--- src/design/sacf_pkg.sv ---
`timescale 1ns / 1ps
package sacf_pkg;
	localparam int WAYS_DEF        = 3;
	localparam int TRACKED_DEF     = 8;
	localparam int MAX_GB_DEF      = 10;
	localparam int COUNT_BITS_DEF  = 16;
	localparam int KEY_BITS_DEF    = 64;
	localparam int TAG_BITS        = 16;
	localparam int HASH_BITS       = 32;
	localparam int KLEN_BITS       = 4;
	localparam int VLEN_BITS       = 16;
	localparam int GB_BITS         = 4;
	localparam int GROUP_OUT_BITS  = 10;
	localparam int WAY_OUT_BITS    = 2;
	localparam logic CMD_LOOKUP    = 1'b0;
	localparam logic CMD_INSERT    = 1'b1;

	// request after classification in the front end
	typedef struct packed {
		logic        ins;
		logic [HASH_BITS-1:0] hash;
		logic [KEY_BITS_DEF-1:0] key;
		logic [KLEN_BITS-1:0] klen;
		logic [VLEN_BITS-1:0] vlen;
	} req_t;
endpackage

--- src/design/sacf_front.sv ---
`timescale 1ns / 1ps
module sacf_front import sacf_pkg::*; (
	input  logic clk,
	input  logic arst_n,
	input  logic in_valid,
	output logic in_stall,
	input  logic cmd,
	input  logic [HASH_BITS-1:0] key_hash,
	input  logic [KEY_BITS_DEF-1:0] key,
	input  logic [KLEN_BITS-1:0] key_length,
	input  logic [VLEN_BITS-1:0] value_length,
	output logic q_valid,
	output req_t q_data,
	input  logic q_pop
);
	localparam int KEY_BITS = KEY_BITS_DEF;
	localparam int KBYTES = KEY_BITS / 8;
	localparam int DEPTH = 2;
	req_t fifo_q [DEPTH];
	logic rd_q, wr_q;
	logic [1:0] cnt_q;
	logic [KLEN_BITS-1:0] kl;
	logic [KEY_BITS_DEF-1:0] km;
	req_t r;
	logic push;

	always_comb begin
		kl = (key_length > KLEN_BITS'(KBYTES)) ? KLEN_BITS'(KBYTES) : key_length;
		km = '0;
		for (int b = 0; b < KBYTES; b++)
			if (KLEN_BITS'(b) < kl) km[b*8 +: 8] = key[b*8 +: 8];
		r.ins = (cmd == CMD_INSERT);
		r.hash = key_hash;
		r.key = km;
		r.klen = kl;
		r.vlen = value_length;
	end

	assign in_stall = (cnt_q == 2'(DEPTH));
	assign push = in_valid && !in_stall;
	assign q_valid = (cnt_q != 2'd0);
	assign q_data = fifo_q[rd_q];

	always_ff @(posedge clk) begin
		if (push) fifo_q[wr_q] <= r;
	end

	always_ff @(posedge clk or negedge arst_n) begin
		if (!arst_n) begin
			rd_q <= 1'b0;
			wr_q <= 1'b0;
			cnt_q <= 2'd0;
		end else begin
			if (push) wr_q <= ~wr_q;
			if (q_pop) rd_q <= ~rd_q;
			cnt_q <= cnt_q + 2'(push) - 2'(q_pop);
		end
	end

	property p_pop_valid; @(posedge clk) disable iff (!arst_n)
		q_pop |-> q_valid; endproperty
	a_pop_valid: assert property (p_pop_valid) else $error("pop from empty queue");
	property p_cnt_range; @(posedge clk) disable iff (!arst_n)
		cnt_q <= 2'(DEPTH); endproperty
	a_cnt_range: assert property (p_cnt_range) else $error("queue count out of range");
	property p_push_room; @(posedge clk) disable iff (!arst_n)
		push |-> (cnt_q != 2'(DEPTH)); endproperty
	a_push_room: assert property (p_push_room) else $error("push into full queue");
endmodule

--- config.mk ---
export PLATFORM = sky130hd
export DESIGN_NAME = sacf_front
export DESIGN_NICKNAME = d
export VERILOG_FILES = /design/src/design/sacf_pkg.sv /design/src/design/sacf_front.sv
export SDC_FILE = /design/constraint.sdc
export NUM_CORES = 1
export LEC_CHECK = 0
export BUFFER_PORTS_ARGS = -buffer_cell sky130_fd_sc_hd__buf_2
export CAP_MARGIN = 20
export CORE_MARGIN = 2
export CORE_UTILIZATION = 50
export DETAILED_ROUTE_END_ITERATION = 8
export PLACE_DENSITY = 0.76
export SETUP_SLACK_MARGIN = 0.2
export SLEW_MARGIN = 10
export SYNTH_ARGS = -nofsm -noshare
export SYNTH_HDL_FRONTEND = slang
export SYNTH_SLANG_ARGS = --single-unit
export TNS_END_PERCENT = 50
--- constraint.sdc ---
create_clock -name clk -period 7 [get_ports clk]
set_input_delay 0.7 -clock clk [delete_from_list [all_inputs] [get_ports clk]]
set_output_delay 0.7 -clock clk [all_outputs]
set_load 0.05 [all_outputs]
==> results.py, run 1 <==
metrics = {
    "outcome": {
        "outcome": "finished clean",
    },
    "yosys": {
        "synthDominantCellAreaShare": 0.769,
        "synth-adder-area-share": 0.00274,
        "synth_top_family_by_area": "multiplexers",
        "syn_inst": 460,
        "synth_xor_xnor_area_share": 0.00383,
        "syn_nets": 583,
        "synthTopCellsByArea": "edfxtp_1, mux2_2, nor2b_1",
        "synth_compound_area_frac": 0.00411,
        "synth_top_area_cell": "edfxtp_1",
        "yosysWarnings": 0,
        "ys_ff_latch": 238,
        "ys_seq_area_frac": 0.780,
        "synthesis.area_um2": 9140,
        "post_synth_num_cell_types": 25,
        "synth_area_per_cell_um2": 19.9,
        "yosys.area_share.simple": 0.0533,
        "synth.area.mux_share": 0.144,
    },
    "global_routing": {
        "antenna_found_initial": 1,
        "grt_max_degree": 66,
        "grt_pass1_wl_mm": 27.8,
        "track_usage": 0.182,
        "grt_pass1_vias": 5308,
        "overflow": 0,
    },
    "setup_path": {
        "critPathKind": "reg -> out",
        "required_ps": 6300,
        "ff2ff_path_depth": 3,
        "worst_setup_path_start_kind": "flip-flop",
        "rr_endpoint": "fifo_q[1][14]",
        "cp_max_fo": 65,
        "critPathCaptureType": "primary output",
        "critical_path_arrival_ps": 2960,
        "regToRegSetupSlack_ps": 4530,
        "r2r-start": "cnt_q[1]",
    },
    "floorplan": {
        "initial_core_util": 0.509,
        "die_x_um": 139,
        "core_um2": 18000,
        "rows": 49,
        "die_h_um": 139,
        "io_pins": 240,
        "die_area_um2": 19400,
    },
    "timing": {
        "setup_viol": 0,
        "layout_min_cycle_time_ps": 3660,
        "fin_hold_ws_ps": 383,
        "min_period_over_period": 0.523,
        "slew_violations": 0,
        "rsz0062_at_grt": "no",
        "slew_headroom": 0.395,
        "tns_ps": 0,
        "hold_violations": 0,
        "worstMarginPinSlew_ps": 907,
        "skew_ps": 13.0,
        "setup_slack_ps": 3340,
        "fmax_mhz": 273,
    },
    "placed_design": {
        "dpl.cell_count": 915,
        "dpl.hpwl_mm": 11.8,
        "placed_cell_area_um2": 10600,
        "gp_congestion": 0.796,
        "post-place-ws_ps": 3890,
        "numPortBuffers": 239,
    },
    "detailed_routing": {
        "wl_mm": 17.8,
        "drt_iter0_drc": 233,
        "drc_errors": 0,
        "ant_nets": 0,
        "avgViaCountPerCell": 5.13,
        "routedWlPerCell_um": 18.6,
        "first_pass_iters": 4,
        "num_vias": 4920,
    },
    "cells_and_area": {
        "design_area_um2": 11300,
        "layout_common_cells": "buf_2, edfxtp_1, mux2_2",
        "syn2layout_area_growth_pct": 24.0,
        "final_cells": 959,
        "fillers": 1290,
        "final_common_cell": "buf_2",
        "drive_above_1_share": 0.525,
        "nNetsFinal": 836,
    },
    "hold_path": {
        "hp-start": "key_hash[25]",
        "hold_path_class": "in -> reg",
        "min_path_cells": 1,
        "hold_end": "fifo_q[0][109]",
    },
    "clock_network": {
        "clk_pin_slew_ps": 60,
        "numCtsBuffers": 24,
        "ctsHoldBuffers": 1,
        "clk_path_buf_depth": 3,
        "cts_setup_buffers": 0,
        "post_cts_resized": 0,
        "clock_latency_ps": 500,
        "htree_levels": 1,
        "cts_root_buf": "clkbuf_16",
        "cts_tree": "built",
        "cts_sinks": 238,
    },
    "job": {
        "max_cap_violations": 0,
    },
    "power": {
        "power.density_nw_per_um2": 487,
        "ir_drop_mv": 0.324,
        "leakage_uw": 0.00428,
    },
}
-- power breakdown --
part | leakage [uW] | internal (uW) | switching, uW
clock network | 0.000372 | 718 | 492
registers | 0.00224 | 1960 | 134
logic | 0.00167 | 578 | 1640
total | 0.00428 | 3260 | 2260
-- stage by stage --
step / utilization / total power, uW
global placement: 0.588 / 4310
detailed placement: 0.588 / 4340
finish: 0.631 / 5520
floorplan: - / 3910
CTS: 0.631 / 5570
global route: 0.631 / 5740
-- synthesized netlist by cell type (all sizes together) --
master / count
nor2b: 59
o21a: 1
a211oi: 1
and2: 8
inv: 2
nor2: 3
xnor2: 3
ha: 2
nand2: 1
and3: 1
nand2b: 1
a21oi: 1
nor3: 1
buf: 15
clkbuf: 2
mux2: 117
dfrtp: 4
or2: 1
a31oi: 1
nor4: 1
edfxtp: 234
xor2: 1
-- final cells by class --
class / instances / area (um2) / share of cell area
sequential: 238 / 7130 / 0.629
multi-input combinational: 203 / 1910 / 0.169
timing repair buffer: 244 / 1240 / 0.109
clock buffer: 27 / 633 / 0.0559
tap: 229 / 287 / 0.0253
clock inverter: 15 / 120 / 0.0106
inverter: 2 / 7.51 / 0.000663
antenna: 1 / 2.50 / 0.000221
-- metal layers --
metal	global-route usage	part of all wire	vias to the layer above
met2	0.292	0.47	235
met5	0	0	-
met1	0.241	0.42	2381
met4	0.0590	0.019	0
li1	-	-	2271
met3	0.0542	0.092	33
-- flip-flops by register name (all words and copies together), names as in the netlist --
name	count
cnt_q	2
fifo_q	234
rd_q	1
wr_q	1
-- worst max path at each step --
stage | from | slack, ps | cells past startpoint | endpoint
6_report | rd_q | 3340 | 3 | q_data[17]
5_1_grt | rd_q | 3190 | 3 | q_data[75]
3_5_place_dp | rd_q | 3890 | 3 | q_data[75]
4_1_cts | rd_q | 3330 | 3 | q_data[75]
3_3_place_gp | rd_q | 3940 | 3 | q_data[17]
2_1_floorplan | in_valid | 750 | 2 | fifo_q[0][0]
-- kinds of logic (layout without fill, tap and decap cells) --
| group | Yosys count | count (layout) |
|---|---|---|
| xor+xnor | 4 | 4 |
| other cells | 0 | 1 |
| compound gates | 4 | 4 |
| simple gates | 76 | 76 |
| buf+inv | 19 | 288 |
| flops | 238 | 238 |
| fa+ha+maj | 2 | 2 |
| mux | 117 | 117 |
-- critical path, stage by stage (launching register included) --
cell and delay (ps):
dfrtp_4 910, buf_4 780, mux2_2 440, buf_2 220
No activity file was read; power rests on OpenSTA's default activity.
==> inputs of run 2 (changes only) <==
--- a/config.mk
+++ b/config.mk
@@ -8,9 +8,9 @@
 export BUFFER_PORTS_ARGS = -buffer_cell sky130_fd_sc_hd__buf_2
 export CAP_MARGIN = 20
 export CORE_MARGIN = 2
-export CORE_UTILIZATION = 50
+export CORE_UTILIZATION = 47
 export DETAILED_ROUTE_END_ITERATION = 8
-export PLACE_DENSITY = 0.76
+export PLACE_DENSITY = 0.75
 export SETUP_SLACK_MARGIN = 0.2
 export SLEW_MARGIN = 10
 export SYNTH_ARGS = -nofsm -noshare
==> constraint.sdc (replaced) <==
create_clock -name clk -period 3.3 [get_ports clk]
set_input_delay 0.33 -clock clk [delete_from_list [all_inputs] [get_ports clk]]
set_output_delay 0.33 -clock clk [all_outputs]
set_load 0.05 [all_outputs]
==> results.py, run 2 (same netlist as run 1, synthesis figures left out) <==
metrics = {
    "power": {
        "leakage_uw": 0.00439,
        "p_switching_uw": 4820,
        "intPower_uw": 7050,
        "p_sw_frac": 0.406,
        "pwr-share-comb": 0.407,
        "power.density_nw_per_um2": 1020,
        "pwr-share-clk": 0.224,
        "seq_power_share": 0.368,
        "ir_drop_mv": 0.631,
    },
    "hold_path": {
        "min_path_cells": 1,
        "hold_end": "fifo_q[0][110]",
        "hp-start": "key_hash[26]",
        "hold_path_class": "in -> reg",
    },
    "detailed_routing": {
        "highest_layer": "met4",
        "wirelength_met1_mm": 7.13,
        "avgViaCountPerCell": 4.96,
        "first_pass_iters": 5,
        "met3_length_mm": 1.42,
        "ant_nets": 0,
        "drc_errors": 0,
        "routedWlPerCell_um": 17.9,
        "wl_mm": 18.1,
        "num_vias": 5033,
        "drt_iter0_drc": 200,
        "dr_wl_met2_mm": 9.20,
    },
    "setup_path": {
        "worst_setup_path_start_kind": "flip-flop",
        "ff2ff_path_depth": 4,
        "cp_slowest_stage_delay_ps": 610,
        "cpMaxStageDelayCell": "dfrtp_4",
        "r2r-start": "cnt_q[0]",
        "rr_endpoint": "fifo_q[0][70]",
        "required_ps": 2970,
        "cp.buffers_inverters": 2,
        "critPathCaptureType": "primary output",
        "regToRegSetupSlack_ps": 1470,
        "critical_path_arrival_ps": 2220,
        "crit_family": "buffers and inverters",
        "critPathKind": "reg -> out",
        "cp_max_fo": 31,
        "path_cells": "buf_4 -> mux2_2 -> buf_2",
    },
    "clock_network": {
        "cts_setup_buffers": 0,
        "post_cts_resized": 0,
        "clock_latency_ps": 500,
        "htree_levels": 1,
        "clk_pin_slew_ps": 60,
        "numCtsBuffers": 25,
        "ctsHoldBuffers": 21,
        "cts_tree": "built",
        "clk_path_buf_depth": 3,
        "cts_sinks": 238,
        "cts_root_buf": "clkbuf_16",
    },
    "floorplan": {
        "core_um2": 18900,
        "io_pins": 240,
        "die_area_um2": 20600,
        "die_x_um": 143,
        "rows": 50,
        "die_h_um": 143,
        "initial_core_util": 0.484,
    },
    "cells_and_area": {
        "syn2layout_area_growth_pct": 27.5,
        "reg_top3": "fifo_q (234), cnt_q (2)",
        "drive_above_1_share": 0.509,
        "final_common_cell": "buf_2",
        "top_register": "fifo_q",
        "largest_reg_flops": 234,
        "nNetsFinal": 860,
        "final_cells": 1014,
        "layout_common_cells": "buf_2, edfxtp_1, mux2_2",
    },
    "global_routing": {
        "grt_pass1_wl_mm": 26.9,
        "grt_max_degree": 69,
        "grt_pass1_vias": 5325,
        "track_usage": 0.168,
        "overflow": 0,
        "antenna_found_initial": 2,
    },
    "timing": {
        "slew_headroom": 0.467,
        "setup_viol": 0,
        "fin_hold_ws_ps": 19.4,
        "fmax_mhz": 393,
        "rsz0062_at_grt": "no",
        "layout_min_cycle_time_ps": 2550,
        "skew_ps": 10.6,
        "hold_violations": 0,
        "slew_violations": 0,
        "worstMarginPinSlew_ps": 799,
        "min_period_over_period": 0.772,
    },
    "job": {
        "max_cap_violations": 0,
    },
    "outcome": {
        "outcome": "finished clean",
    },
    "placed_design": {
        "gp_congestion": 0.773,
        "dpl.hpwl_mm": 11.9,
        "numPortBuffers": 239,
        "dpl.cell_count": 948,
    },
}
run 2: changes by cell type in the layout (fill, tap and decap cells not counted), sizes merged:
cell / change
buf: +2
inv: +1
dlygate4sd3: +21
diode: +1
bufinv: +1
clkbuf: +3
clkinv: -5
run 2: worst max path at each step:
stage	start	end	slack [ps]	depth (start not counted)
after detailed placement	rd_q	q_data[29]	1280	3
after CTS	rd_q	q_data[29]	730	3
after global placement	rd_q	q_data[64]	1330	3
after global routing	rd_q	q_data[37]	660	3
after floorplan	cnt_q[1]	fifo_q[1][0]	-430	2
final	rd_q	q_data[29]	750	3
run 2: through the flow:
| step | util | worst slack [ps] | setup TNS [ps] | total power [uW] | cell area (um2) |
|---|---|---|---|---|---|
| after floorplan | - | -428 | -50100 | 8250 | 9150 |
| after global placement | 0.563 | 1330 | 0 | 9190 | 10600 |
| after detailed placement | 0.563 | 1280 | 0 | 9280 | 10600 |
| after CTS | 0.616 | 728 | 0 | 12000 | 11600 |
| after global routing | 0.616 | 664 | 0 | 12300 | 11600 |
| final | 0.617 | 753 | 0 | 11900 | 11600 |
run 2: cell type report:
type	count	area (um2)
diodes	2	5.00
clock buffers	30	644
clock inverters	12	135
fillers	1426	7240
inverters	2	7.51
multi-input cells	203	1910
flip-flops and latches	238	7130
well taps	260	325
repair buffers	267	1490
run 2: power by group through the flow:
stage | clock, uW | combinational, uW | sequential (uW)
after CTS | 2730 | 4890 | 4380
after global placement | 0 | 4790 | 4400
after global routing | 2840 | 5060 | 4440
after detailed placement | 0 | 4840 | 4440
final | 2670 | 4840 | 4370
after floorplan | 0 | 3880 | 4370
run 2: routing by layer:
layer,global-route usage,vias up
li1,-,2317
met1,0.206,2455
met2,0.299,227
met3,0.0383,34
met4,0.0490,0
met5,0,-
